==> src/design/ptws_pkg.sv <==
// Shared types and constants for the peer table block.
// No dependencies; imported by every module of the block.
package ptws_pkg;

  localparam int TABLE_ENTRIES = 16;
  localparam int IDX_W         = (TABLE_ENTRIES > 1) ? $clog2(TABLE_ENTRIES) : 1;
  localparam int CNT_W         = $clog2(TABLE_ENTRIES + 1);
  localparam int LOAD_CEILING  = 101;
  localparam int MAX_LEFT      = 16;
  localparam int LIVE_MAX      = 31;
  localparam int SLOT_W        = 4;
  localparam int LIVE_W        = 5;

  localparam logic REG_SELF_ID = 1'b0;
  localparam logic REG_TIMEOUT = 1'b1;

  typedef enum logic [1:0] {
    CMD_HEARTBEAT = 2'd0,
    CMD_SWEEP     = 2'd1,
    CMD_SELECT    = 2'd2,
    CMD_SELF      = 2'd3
  } cmd_t;

  typedef enum logic [3:0] {
    ST_UPDATED    = 4'd0,
    ST_JOINED     = 4'd1,
    ST_FULL       = 4'd2,
    ST_IGNORED    = 4'd3,
    ST_LEFT       = 4'd4,
    ST_SWEEP_DONE = 4'd5,
    ST_SELECTED   = 4'd6,
    ST_NONE       = 4'd7,
    ST_SELF_ADDED = 4'd8
  } status_t;

  typedef struct packed {
    logic load;
    logic scan;
    logic apply;
    logic left;
    logic done;
  } ptws_ctl_t;

  typedef struct packed {
    logic idx_end;
    logic is_sweep;
  } ptws_stat_t;

endpackage

==> src/design/ptws_ctrl.sv <==
// Controller state machine for the peer table block.
// Depends on ptws_pkg; drives the datapath through ptws_ctl_t.
module ptws_ctrl (
  input  logic                   clk,
  input  logic                   rst_n,
  input  logic                   start,
  output logic                   busy,
  input  ptws_pkg::ptws_stat_t   stat,
  output ptws_pkg::ptws_ctl_t    ctl
);
  import ptws_pkg::*;

  typedef enum logic [4:0] {
    S_IDLE  = 5'b00001,
    S_SCAN  = 5'b00010,
    S_APPLY = 5'b00100,
    S_LEFT  = 5'b01000,
    S_DONE  = 5'b10000
  } state_t;

  state_t state_r, state_nxt;

  always_ff @(posedge clk) begin
    if (!rst_n) begin
      state_r <= S_IDLE;
    end else begin
      state_r <= state_nxt;
    end
  end

  always_comb begin
    state_nxt = state_r;
    ctl       = '0;
    unique case (state_r)
      S_IDLE: begin
        if (start) begin
          ctl.load  = 1'b1;
          state_nxt = S_SCAN;
        end
      end
      S_SCAN: begin
        ctl.scan = 1'b1;
        if (stat.idx_end) state_nxt = S_APPLY;
      end
      S_APPLY: begin
        ctl.apply = 1'b1;
        state_nxt = stat.is_sweep ? S_LEFT : S_IDLE;
      end
      S_LEFT: begin
        ctl.left = 1'b1;
        if (stat.idx_end) state_nxt = S_DONE;
      end
      S_DONE: begin
        ctl.done  = 1'b1;
        state_nxt = S_IDLE;
      end
      default: state_nxt = S_IDLE;
    endcase
  end

  assign busy = (state_r != S_IDLE);

endmodule

==> src/design/ptws_dp.sv <==
// Datapath for the peer table block: entry table, scan registers, result register.
// Depends on ptws_pkg; sequenced by ptws_ctrl.
module ptws_dp (
  input  logic                 clk,
  input  logic                 rst_n,
  input  ptws_pkg::ptws_ctl_t  ctl,
  output ptws_pkg::ptws_stat_t stat,
  input  logic [31:0]          self_id,
  input  logic [31:0]          timeout_ms,
  input  logic [1:0]           in_command,
  input  logic [31:0]          in_node_id,
  input  logic [31:0]          in_now_ms,
  input  logic [31:0]          in_ip_addr,
  input  logic [15:0]          in_port,
  input  logic [7:0]           in_capabilities,
  input  logic [7:0]           in_load,
  output logic                 out_valid,
  output logic [3:0]           out_status,
  output logic [31:0]          out_node_id_res,
  output logic [3:0]           out_slot,
  output logic [31:0]          out_ip_addr_res,
  output logic [15:0]          out_port_res,
  output logic [4:0]           out_live_count,
  output logic                 out_last
);
  import ptws_pkg::*;

  logic [TABLE_ENTRIES-1:0] online_r;
  logic [31:0] id_mem   [TABLE_ENTRIES];
  logic [31:0] seen_mem [TABLE_ENTRIES];
  logic [31:0] ip_mem   [TABLE_ENTRIES];
  logic [15:0] port_mem [TABLE_ENTRIES];
  logic [7:0]  caps_mem [TABLE_ENTRIES];
  logic [7:0]  load_mem [TABLE_ENTRIES];
  logic [CNT_W-1:0] occ_r, occ_nxt;

  cmd_t        cmd_r;
  logic [31:0] nid_r, now_r, ip_r;
  logic [15:0] port_r;
  logic [7:0]  caps_r, load_r;
  logic [IDX_W-1:0] idx_r;

  logic             match_found_r, free_found_r, best_found_r;
  logic [IDX_W-1:0] match_idx_r, free_idx_r, best_idx_r;
  logic [7:0]       best_load_r;
  logic [31:0]      best_id_r, best_ip_r;
  logic [15:0]      best_port_r;
  logic [TABLE_ENTRIES-1:0] mark_r;
  logic [CNT_W-1:0] ret_cnt_r;

  logic        e_on, peer, expired;
  logic [31:0] e_id, e_seen, key, age;

  logic             wr_en, wr_claim, wr_full;
  logic [IDX_W-1:0] wr_idx;
  logic [31:0]      wr_id;

  logic        emit;
  status_t     st;
  logic [31:0] o_id, o_ip;
  logic [15:0] o_port;
  logic [3:0]  o_slot;
  logic        o_last;
  logic [4:0]  o_live;

  logic        out_valid_r, out_last_r;
  logic [3:0]  out_status_r, out_slot_r;
  logic [31:0] out_id_r, out_ip_r;
  logic [15:0] out_port_r;
  logic [4:0]  out_live_r;

  assign e_on    = online_r[idx_r];
  assign e_id    = id_mem[idx_r];
  assign e_seen  = seen_mem[idx_r];
  assign key     = (cmd_r == CMD_SELF) ? self_id : nid_r;
  assign age     = now_r - e_seen;
  assign expired = age > timeout_ms;
  assign peer    = e_on && (e_id != self_id);

  assign stat.idx_end  = (idx_r == IDX_W'(TABLE_ENTRIES - 1));
  assign stat.is_sweep = (cmd_r == CMD_SWEEP);

  always_ff @(posedge clk) begin
    if (ctl.load) begin
      cmd_r         <= cmd_t'(in_command);
      nid_r         <= in_node_id;
      now_r         <= in_now_ms;
      ip_r          <= in_ip_addr;
      port_r        <= in_port;
      caps_r        <= in_capabilities;
      load_r        <= in_load;
      idx_r         <= '0;
      match_found_r <= 1'b0;
      free_found_r  <= 1'b0;
      best_found_r  <= 1'b0;
      best_load_r   <= 8'(LOAD_CEILING);
      mark_r        <= '0;
      ret_cnt_r     <= '0;
    end else if (ctl.scan) begin
      idx_r <= idx_r + 1'b1;
      if (!match_found_r && e_on && (e_id == key)) begin
        match_found_r <= 1'b1;
        match_idx_r   <= idx_r;
      end
      if (!free_found_r && !e_on) begin
        free_found_r <= 1'b1;
        free_idx_r   <= idx_r;
      end
      if (peer && ((caps_mem[idx_r] & caps_r) == caps_r) &&
          (load_mem[idx_r] < best_load_r)) begin
        best_found_r <= 1'b1;
        best_idx_r   <= idx_r;
        best_load_r  <= load_mem[idx_r];
        best_id_r    <= e_id;
        best_ip_r    <= ip_mem[idx_r];
        best_port_r  <= port_mem[idx_r];
      end
      if (peer && expired && (32'(ret_cnt_r) < MAX_LEFT)) begin
        mark_r[idx_r] <= 1'b1;
        ret_cnt_r     <= ret_cnt_r + 1'b1;
      end
    end else if (ctl.apply) begin
      idx_r <= '0;
    end else if (ctl.left) begin
      idx_r <= idx_r + 1'b1;
    end
  end

  always_comb begin
    emit     = 1'b0;
    st       = ST_NONE;
    o_id     = '0;
    o_ip     = '0;
    o_port   = '0;
    o_slot   = '0;
    o_last   = 1'b1;
    occ_nxt  = occ_r;
    wr_en    = 1'b0;
    wr_claim = 1'b0;
    wr_full  = 1'b0;
    wr_idx   = match_idx_r;
    wr_id    = key;
    priority if (ctl.apply) begin
      unique case (cmd_r)
        CMD_HEARTBEAT: begin
          emit = 1'b1;
          o_id = nid_r;
          priority if (nid_r == self_id) begin
            st = ST_IGNORED;
          end else if (match_found_r) begin
            st      = ST_UPDATED;
            o_slot  = SLOT_W'(match_idx_r);
            wr_en   = 1'b1;
            wr_full = 1'b1;
          end else if (free_found_r) begin
            st       = ST_JOINED;
            o_slot   = SLOT_W'(free_idx_r);
            wr_en    = 1'b1;
            wr_full  = 1'b1;
            wr_claim = 1'b1;
            wr_idx   = free_idx_r;
            occ_nxt  = occ_r + 1'b1;
          end else begin
            st = ST_FULL;
          end
        end
        CMD_SELF: begin
          emit = 1'b1;
          o_id = self_id;
          priority if (match_found_r) begin
            st     = ST_SELF_ADDED;
            o_slot = SLOT_W'(match_idx_r);
            wr_en  = 1'b1;
          end else if (free_found_r) begin
            st       = ST_SELF_ADDED;
            o_slot   = SLOT_W'(free_idx_r);
            wr_en    = 1'b1;
            wr_claim = 1'b1;
            wr_idx   = free_idx_r;
            occ_nxt  = occ_r + 1'b1;
          end else begin
            st = ST_FULL;
          end
        end
        CMD_SELECT: begin
          emit = 1'b1;
          if (best_found_r) begin
            st     = ST_SELECTED;
            o_id   = best_id_r;
            o_slot = SLOT_W'(best_idx_r);
            o_ip   = best_ip_r;
            o_port = best_port_r;
          end
        end
        CMD_SWEEP: occ_nxt = occ_r - ret_cnt_r;
        default: emit = 1'b0;
      endcase
    end else if (ctl.left) begin
      if (mark_r[idx_r]) begin
        emit   = 1'b1;
        st     = ST_LEFT;
        o_id   = e_id;
        o_slot = SLOT_W'(idx_r);
        o_last = 1'b0;
      end
    end else if (ctl.done) begin
      emit = 1'b1;
      st   = ST_SWEEP_DONE;
    end
    o_live = (32'(occ_nxt) > LIVE_MAX) ? LIVE_W'(LIVE_MAX) : LIVE_W'(occ_nxt);
  end

  always_ff @(posedge clk) begin
    if (!rst_n) begin
      online_r <= '0;
      occ_r    <= '0;
    end else begin
      occ_r <= occ_nxt;
      if (ctl.left && mark_r[idx_r]) online_r[idx_r] <= 1'b0;
      if (wr_en && wr_claim) online_r[wr_idx] <= 1'b1;
    end
  end

  always_ff @(posedge clk) begin
    if (!rst_n) begin
      for (int i = 0; i < TABLE_ENTRIES; i++) begin
        id_mem[i]   <= '0;
        seen_mem[i] <= '0;
        ip_mem[i]   <= '0;
        port_mem[i] <= '0;
        caps_mem[i] <= '0;
        load_mem[i] <= '0;
      end
    end else if (wr_en) begin
      seen_mem[wr_idx] <= now_r;
      port_mem[wr_idx] <= port_r;
      if (wr_claim) id_mem[wr_idx] <= wr_id;
      if (wr_full) begin
        ip_mem[wr_idx]   <= ip_r;
        caps_mem[wr_idx] <= caps_r;
        load_mem[wr_idx] <= load_r;
      end
    end
  end

  always_ff @(posedge clk) begin
    if (!rst_n) begin
      out_valid_r <= 1'b0;
    end else begin
      out_valid_r <= emit;
    end
    out_status_r <= st;
    out_id_r     <= o_id;
    out_slot_r   <= o_slot;
    out_ip_r     <= o_ip;
    out_port_r   <= o_port;
    out_live_r   <= o_live;
    out_last_r   <= o_last;
  end

  assign out_valid       = out_valid_r;
  assign out_status      = out_status_r;
  assign out_node_id_res = out_id_r;
  assign out_slot        = out_slot_r;
  assign out_ip_addr_res = out_ip_r;
  assign out_port_res    = out_port_r;
  assign out_live_count  = out_live_r;
  assign out_last        = out_last_r;

endmodule

==> src/design/peer_table_with_timeout_and_select.sv <==
// Peer table top level: APB register file, controller and datapath.
// A request is loaded, the table is scanned entry by entry, then the result is registered.
// A sweep then walks the table once more to give its retired peers, followed by a done result.
// A new request is taken only while idle (busy low), so requests never overlap.
// Reset (rst_n low, synchronous): table empty, self_id 0, timeout_ms 15000.
// The receiver cannot stall: each result is held for exactly one cycle.
module peer_table_with_timeout_and_select (
  input  logic        clk,
  input  logic        rst_n,
  input  logic        start,
  output logic        busy,
  input  logic [1:0]  in_command,
  input  logic [31:0] in_node_id,
  input  logic [31:0] in_now_ms,
  input  logic [31:0] in_ip_addr,
  input  logic [15:0] in_port,
  input  logic [7:0]  in_capabilities,
  input  logic [7:0]  in_load,
  output logic        out_valid,
  output logic [3:0]  out_status,
  output logic [31:0] out_node_id_res,
  output logic [3:0]  out_slot,
  output logic [31:0] out_ip_addr_res,
  output logic [15:0] out_port_res,
  output logic [4:0]  out_live_count,
  output logic        out_last,
  input  logic        psel,
  input  logic        penable,
  input  logic        pwrite,
  input  logic [2:0]  paddr,
  input  logic [31:0] pwdata,
  output logic [31:0] prdata,
  output logic        pready
);
  import ptws_pkg::*;

  logic [31:0] self_id_r, timeout_r;
  logic        cfg_wr;
  ptws_ctl_t   ctl;
  ptws_stat_t  stat;

  assign pready = 1'b1;
  assign cfg_wr = psel && penable && pwrite;
  assign prdata = (paddr[2] == REG_TIMEOUT) ? timeout_r : self_id_r;

  always_ff @(posedge clk) begin
    if (!rst_n) begin
      self_id_r <= '0;
      timeout_r <= 32'd15000;
    end else if (cfg_wr) begin
      if (paddr[2] == REG_SELF_ID) self_id_r <= pwdata;
      else timeout_r <= pwdata;
    end
  end

  ptws_ctrl u_ctrl (
    .clk   (clk),
    .rst_n (rst_n),
    .start (start),
    .busy  (busy),
    .stat  (stat),
    .ctl   (ctl)
  );

  ptws_dp u_dp (
    .clk             (clk),
    .rst_n           (rst_n),
    .ctl             (ctl),
    .stat            (stat),
    .self_id         (self_id_r),
    .timeout_ms      (timeout_r),
    .in_command      (in_command),
    .in_node_id      (in_node_id),
    .in_now_ms       (in_now_ms),
    .in_ip_addr      (in_ip_addr),
    .in_port         (in_port),
    .in_capabilities (in_capabilities),
    .in_load         (in_load),
    .out_valid       (out_valid),
    .out_status      (out_status),
    .out_node_id_res (out_node_id_res),
    .out_slot        (out_slot),
    .out_ip_addr_res (out_ip_addr_res),
    .out_port_res    (out_port_res),
    .out_live_count  (out_live_count),
    .out_last        (out_last)
  );

`ifndef SYNTH
  a_accept_busy: assert property (@(posedge clk) disable iff (!rst_n)
    start && !busy |=> busy) else $error("request accepted without going busy");

  a_out_from_busy: assert property (@(posedge clk) disable iff (!rst_n)
    out_valid |-> $past(busy)) else $error("result without a request in progress");

  a_live_bound: assert property (@(posedge clk) disable iff (!rst_n)
    out_valid |-> (32'(out_live_count) <= TABLE_ENTRIES))
    else $error("live count exceeds table size");
`endif

endmodule

==> config.mk <==
export PLATFORM = sky130hd
export DESIGN_NAME = peer_table_with_timeout_and_select
export DESIGN_NICKNAME = d
export VERILOG_FILES = /design/src/design/ptws_pkg.sv /design/src/design/ptws_ctrl.sv /design/src/design/ptws_dp.sv /design/src/design/peer_table_with_timeout_and_select.sv
export SDC_FILE = /design/constraint.sdc
export NUM_CORES = 2
export LEC_CHECK = 0
export ABC_CLOCK_PERIOD_IN_PS = 8600
export CAP_MARGIN = 10
export CORE_MARGIN = 4
export CORE_UTILIZATION = 40
export DETAILED_ROUTE_END_ITERATION = 7
export DONT_BUFFER_PORTS = 1
export GPL_TIMING_DRIVEN = 0
export PLACE_DENSITY = 0.63
export SLEW_MARGIN = 20
export SYNTH_ARGS = -nofsm -noshare
export SYNTH_HDL_FRONTEND = slang
export SYNTH_HIERARCHICAL = 1
export SYNTH_SLANG_ARGS = --single-unit
==> constraint.sdc <==
create_clock -name clk -period 8.6 [get_ports clk]
set_input_delay 1.72 -clock clk [delete_from_list [all_inputs] [get_ports clk]]
set_output_delay 1.72 -clock clk [all_outputs]
set_load 0.01 [all_outputs]
Yosys cells after proc, flatten, opt, wreduce, memory -nomap -nowiden
Memory sizes are Yosys's and may differ from the RTL's. A register that Yosys moved wholly into a read port is not among the register bits.
Cells that the tools add are included.
{"block": "totals", "regBits": 395, "ramBits": 2048, "input_bits": 171, "out_inout_bits": 129, "elab_cells": 228, "memories": 6}
{"block": "classes", "n_addsub": 5, "magnitude_cmp": 7, "n_eq_ne": 17, "muxes": 116, "bitwise_logic": 8, "reduce_logical": 38}
{"name": "u_dp.id_mem", "words": 16, "word_bits": 32, "read_ports": 1, "rd_ports_with_merged_regs": 1, "write_ports": 16, "line_no": "ptws_dp.sv:29", "source": "logic [31:0] id_mem [TABLE_ENTRIES];"}
{"name": "u_dp.ip_mem", "words": 16, "word_bits": 32, "read_ports": 1, "rd_ports_with_merged_regs": 1, "write_ports": 16, "line_no": "ptws_dp.sv:31", "source": "logic [31:0] ip_mem [TABLE_ENTRIES];"}
{"name": "u_dp.seen_mem", "words": 16, "word_bits": 32, "read_ports": 1, "rd_ports_with_merged_regs": 1, "write_ports": 16, "line_no": "ptws_dp.sv:30", "source": "logic [31:0] seen_mem [TABLE_ENTRIES];"}
{"name": "u_dp.port_mem", "words": 16, "word_bits": 16, "read_ports": 1, "rd_ports_with_merged_regs": 1, "write_ports": 16, "line_no": "ptws_dp.sv:32", "source": "logic [15:0] port_mem [TABLE_ENTRIES];"}
{"name": "u_dp.caps_mem", "words": 16, "word_bits": 8, "read_ports": 1, "rd_ports_with_merged_regs": 1, "write_ports": 16, "line_no": "ptws_dp.sv:33", "source": "logic [7:0] caps_mem [TABLE_ENTRIES];"}
{"name": "u_dp.load_mem", "words": 16, "word_bits": 8, "read_ports": 1, "rd_ports_with_merged_regs": 1, "write_ports": 16, "line_no": "ptws_dp.sv:34", "source": "logic [7:0] load_mem [TABLE_ENTRIES];"}
{"op": "$mux 32", "count": 9}
{"op": "$mux 4", "count": 35}
{"op": "$pmux 32 s3", "count": 1}
{"op": "$reduce_or 32->1", "count": 3}
{"op": "$eq 32x32->1", "count": 2}
{"op": "$mux 16", "count": 4}
{"op": "$mux 1", "count": 44}
{"op": "$mux 5", "count": 7}
{"op": "$gt 32x32->1", "count": 1}
{"op": "$ne 32x32->1", "count": 1}
{"op": "$or 16x16->16", "count": 2}
{"op": "$sub 32x32->32", "count": 1}
{"op": "$pmux 4 s3", "count": 2}
{"op": "$pmux 5 s4", "count": 1}
{"op": "$and 16x16->16", "count": 1}
{"op": "$mux 8", "count": 2}
{"op": "$not 16->16", "count": 1}
{"op": "$reduce_or 16->1", "count": 1}
{"op": "$reduce_or 8->1", "count": 2}
{"op": "$pmux 5 s3", "count": 1}
{"op": "$reduce_and 3->1", "count": 5}
{"op": "$logic_and 1x1->1", "count": 14}
{"op": "$reduce_and 2->1", "count": 6}
{"op": "$add 5x1->5 const B", "count": 2}
{"op": "other kinds (29)", "count": 43}

Longest topological paths before layout
{"block": "logic_depth", "ltp_word": 11, "depth_mapped": 33, "mapped_depth_nobuf": 23}

Cells and area by module
Netlist, hierarchy kept.
{"module": "ptws_dp", "n_inst": 1, "cells_each": 7114, "area_each_um2": 108794.3, "seq_area_each_um2": 71288.4}
{"module": "peer_table_with_timeout_and_select", "n_inst": 1, "cells_each": 291, "area_each_um2": 2902.8, "seq_area_each_um2": 1281.2}
{"module": "ptws_ctrl", "n_inst": 1, "cells_each": 35, "area_each_um2": 299.0, "seq_area_each_um2": 100.1}

Worst setup path after synthesis
Ideal clock, no wire load.
{"block": "synth_path", "kind": "register to register", "startpoint": "register with a tool-made name", "endpoint": "register u_dp.best_id_r[0], enable pin", "setup_time_ps": 527, "t_arrival_ps": 7678, "t_required_ps": 8073, "slack_ps": 395, "path_stages_with_launch": 21, "n_path_buf": 8, "synth_period_minus_slack_ps": 8205, "path_cell_list": "dfxtp_1 buf_4 buf_6 buf_6 buf_6 buf_4 buf_4 buf_2 mux4_2 mux4_2 ha_1 a21o_1 a21oi_1 nor2b_1 o21ai_0 nand2b_1 a221oi_1 and3_1 clkbuf_1 nand2_1 nor2_1"}
{"element": "to (signal assigned)", "line_no": "ptws_dp.sv:114", "source": "best_id_r <= e_id;"}
{"element": "to (decl)", "line_no": "ptws_dp.sv:46", "source": "logic [31:0] best_id_r, best_ip_r;"}

==> flow_summary.json <==
{
  "outcome": "finished clean",
  "finClkSkew_ns": 0.0876,
  "hold_violations": 0,
  "synth_top_area_cell": "edfxtp_1",
  "cts_tree": "built",
  "drt_iter0_markers": 9704,
  "die_h_um": 537,
  "antenna_found_initial": 43,
  "ys_top_cells_by_area": "edfxtp_1, mux4_2, and2_1",
  "ant_nets": 0,
  "htreeDepth": 5,
  "start_util_pct": 40.1,
  "synth_area_per_cell_um2": 15.1,
  "cp_slowest_stage_delay_ns": 0.59,
  "timing_worst_slew_pin_value_ns": 1.25,
  "coreArea_um2": 279000,
  "numCtsBuffers": 274,
  "layout_min_cycle_time_ns": 8.45,
  "firstDrtPassIters": 8,
  "ys_ff_latch": 2495,
  "clkSinkCount": 2495,
  "required_ns": 9.31,
  "synth_edf_count": 2270,
  "seq_area_frac_synth_pct": 64.9,
  "vias": 69100,
  "yosysWarnings": 6,
  "die_width_um": 537,
  "power_leakage_nw": 45.0,
  "cp-end-kind": "register",
  "syn_to_final_growth_pct": 14.8,
  "grt_pass1_wl_um": 515000,
  "netlist-cell-type-count": 85,
  "worst_ep_arrival_time_ns": 9.16,
  "synth_top_area_share_pct": 60.9,
  "rr_worst_depth": 31,
  "portBuffers": 0,
  "overflow": 0,
  "wl_um": 369000,
  "fmax_mhz": 118,
  "dp_slack_ns": -2.45,
  "nNetsFinal": 8058,
  "track_usage_pct": 25.0,
  "stdcell_count": 11700,
  "gp_congestion": 0.963,
  "slew_viol_final": 0,
  "n_fill_cell": 24300,
  "cts-root-buf": "clkbuf_16",
  "drc": 0,
  "design.portCount": 300,
  "setup-violations-final": 0,
  "die-area_um2": 289000,
  "min_path_type": "reg2reg",
  "synth_fp_nets": 7698,
  "crit_slowest_cell": "or4_4",
  "cts.clk_slew.worst_paths_ns": 0.06,
  "finalCritPeriodShare_pct": 98.2,
  "worstHoldStart": "u_dp/best_ip_r[27]$_DFFE_PP_",
  "r2r_end": "u_dp/mark_r[8]$_SDFFE_PP0P_",
  "cp_max_fo": 19,
  "criticalPathCategory": "reg2reg",
  "grt_pass1_vias": 68400,
  "vias_per_cell": 5.88,
  "synthesis.area_um2": 112000,
  "grt_max_degree": 42,
  "yosysMostFrequentCell": "edfxtp_1",
  "max_slew_margin_pct": 16.6,
  "wl_per_cell_um": 31.4,
  "maxCapViolations": 0,
  "synthFlopType": "edfxtp_1",
  "clk_path_buf_depth": 4,
  "asyncSetResetFlopFracSynth_pct": 0,
  "hold_depth": 1,
  "synthCells": 7440,
  "num_rows": 194,
  "ys_top_cells_by_count": "edfxtp_1, and2_1, nor2_1",
  "path_common_cell": "buf_6",
  "rsz0062_at_grt": "false",
  "ir_drop_mv": 0.172,
  "finalWorstSetupSlack_ns": 0.152,
  "drive_gt1_share_pct": 18.1,
  "startpoint_type": "register",
  "power.density_nw_per_um2": 221,
  "clk_latency_ns": 0.88,
  "placed_cells": 11300,
  "r2r_slack_ns": 0.15,
  "dp_hpwl_um": 258000,
  "holdPathEnd": "u_dp/out_ip_addr_res[27]$_SDFF_PN0_"
}
-- through the flow --
stage / total power [mW] / hold slack, ns / util, % / area [um2] / TNS [ns]
floorplan: 15.7 / 0.420 / - / 112000 / 0
global placement: 16.7 / 0.431 / 41.8 / 117000 / -3436.72
detailed placement: 16.8 / 0.431 / 42.8 / 119000 / -49.36
CTS: 28.5 / 0.435 / 46.0 / 128000 / 0
global route: 29.2 / 0.456 / 46.0 / 129000 / 0
finish: 28.4 / 0.437 / 46.0 / 129000 / 0
-- cells by family after synthesis --
group,Yosys count,share of synthesized area (%)
and+or+nand+nor,2687,13.1
muxes,851,14.3
adders and majority gates,87,0.985
other,1,0.00335
DFF,2495,64.9
AOI/OAI and AO/OA,414,2.63
xor gates and xnor gates,161,1.26
buffers and inverters,744,2.86
-- cell usage in the layout, fill, tap and decap left out, drive strengths merged, types with 5 or more instances in the layout --
master | netlist | final
clkbuf | 420 | 798
a222oi | 33 | 33
mux2i | 215 | 215
nand4 | 33 | 33
and2 | 1489 | 1489
mux4 | 591 | 591
nor4 | 73 | 73
edfxtp | 2270 | 2270
o21ai | 89 | 89
ha | 85 | 85
a221o | 5 | 5
xor2 | 63 | 63
clkinv | 8 | 84
a22o | 19 | 19
o211ai | 20 | 20
nand2 | 255 | 255
a311oi | 6 | 6
xnor2 | 98 | 98
nor2 | 597 | 597
inv | 106 | 114
nand3 | 30 | 30
or3 | 9 | 9
a211oi | 12 | 12
buf | 210 | 288
o22ai | 13 | 13
nor3 | 92 | 92
dfxtp | 225 | 225
a211o | 6 | 6
clkinvlp | 0 | 8
mux2 | 45 | 45
a21oi | 64 | 64
a31oi | 8 | 8
nand2b | 28 | 28
o41ai | 6 | 6
and3 | 27 | 27
diode | 0 | 11
nor2b | 39 | 39
a21o | 41 | 41
a22oi | 49 | 49
bufinv | 0 | 21
-- area by class of cell --
class	count	area [um2]	share of cell area, %
Inverter	114	428	0.333
Multi-Input combinational cell	4201	36700	28.6
Buffer	624	2930	2.28
Sequential cell	2495	72700	56.5
Antenna cell	11	27.5	0.0214
Tap cell	3724	4660	3.63
Clock inverter	113	1200	0.932
Clock buffer	372	7640	5.94
Timing Repair Buffer	90	2230	1.73
-- metal layers --
| metal | vias up | GRT usage, % | share of wire [%] |
|---|---|---|---|
| met5 | - | 0 | 0.021 |
| met4 | 12 | 10.6 | 4.7 |
| met3 | 810 | 6.52 | 12 |
| met2 | 4485 | 38.4 | 45 |
| met1 | 35500 | 33.8 | 38 |
| li1 | 28300 | - | - |
-- critical path, delay by kind of cell (launching register included) --
kind                     cells  cell delay, ns
buffers and inverters       10            2.27
AO/OA/AOI/OAI               13            2.48
adder cells (fa/ha/maj)      2            0.67
multiplexers                 2            1.13
flip-flops                   1            0.33
XOR/XNOR                     1            0.53
AND/OR/NAND/NOR              3            0.86
-- state kept, by name, summed over array words and instances (netlist names), 8 cells and up, named ones only --
register	cells
u_dp/id_mem	512
u_dp/ip_mem	512
u_dp/seen_mem	512
u_dp/port_mem	256
u_dp/caps_mem	128
u_dp/load_mem	128
self_id_r	32
timeout_r	32
u_dp/best_id_r	32
u_dp/best_ip_r	32
u_dp/ip_r	32
u_dp/nid_r	32
u_dp/now_r	32
u_dp/out_ip_addr_res	32
u_dp/out_node_id_res	32
u_dp/best_port_r	16
u_dp/mark_r	16
u_dp/online_r	16
u_dp/out_port_res	16
u_dp/port_r	16
u_dp/best_load_r	8
u_dp/caps_r	8
u_dp/load_r	8
-- worst max-delay path by stage --
stage / start / endpoint / cells after the start
6_report: register / u_dp/mark_r[8]$_SDFFE_PP0P_ / 31
4_1_cts: register / u_dp/mark_r[7]$_SDFFE_PP0P_ / 31
3_3_place_gp: register / u_dp/best_port_r[8]$_DFFE_PP_ / 20
3_5_place_dp: register / u_dp/mark_r[7]$_SDFFE_PP0P_ / 30
2_1_floorplan: register / u_dp/best_id_r[0]$_DFFE_PP_ / 20
5_1_grt: register / u_dp/mark_r[10]$_SDFFE_PP0P_ / 31
-- where the power goes --
group,leakage [nW],internal (mW),total [mW],switching [mW]
clock network,4.30,6.88,11.7,4.82
registers,25.0,13.6,13.8,0.222
logic,15.7,1.05,2.84,1.79
total,45.0,21.5,28.4,6.84
-- what timing repair did --
item,in CTS,in global routing
cloned,0,0
setup buffers,0,1
setup endpoints to repair,21,21
pin swaps,3,3
hold buffers,0,0
resized for setup,54,18
Note: power is estimated with default switching activity, not from simulation.
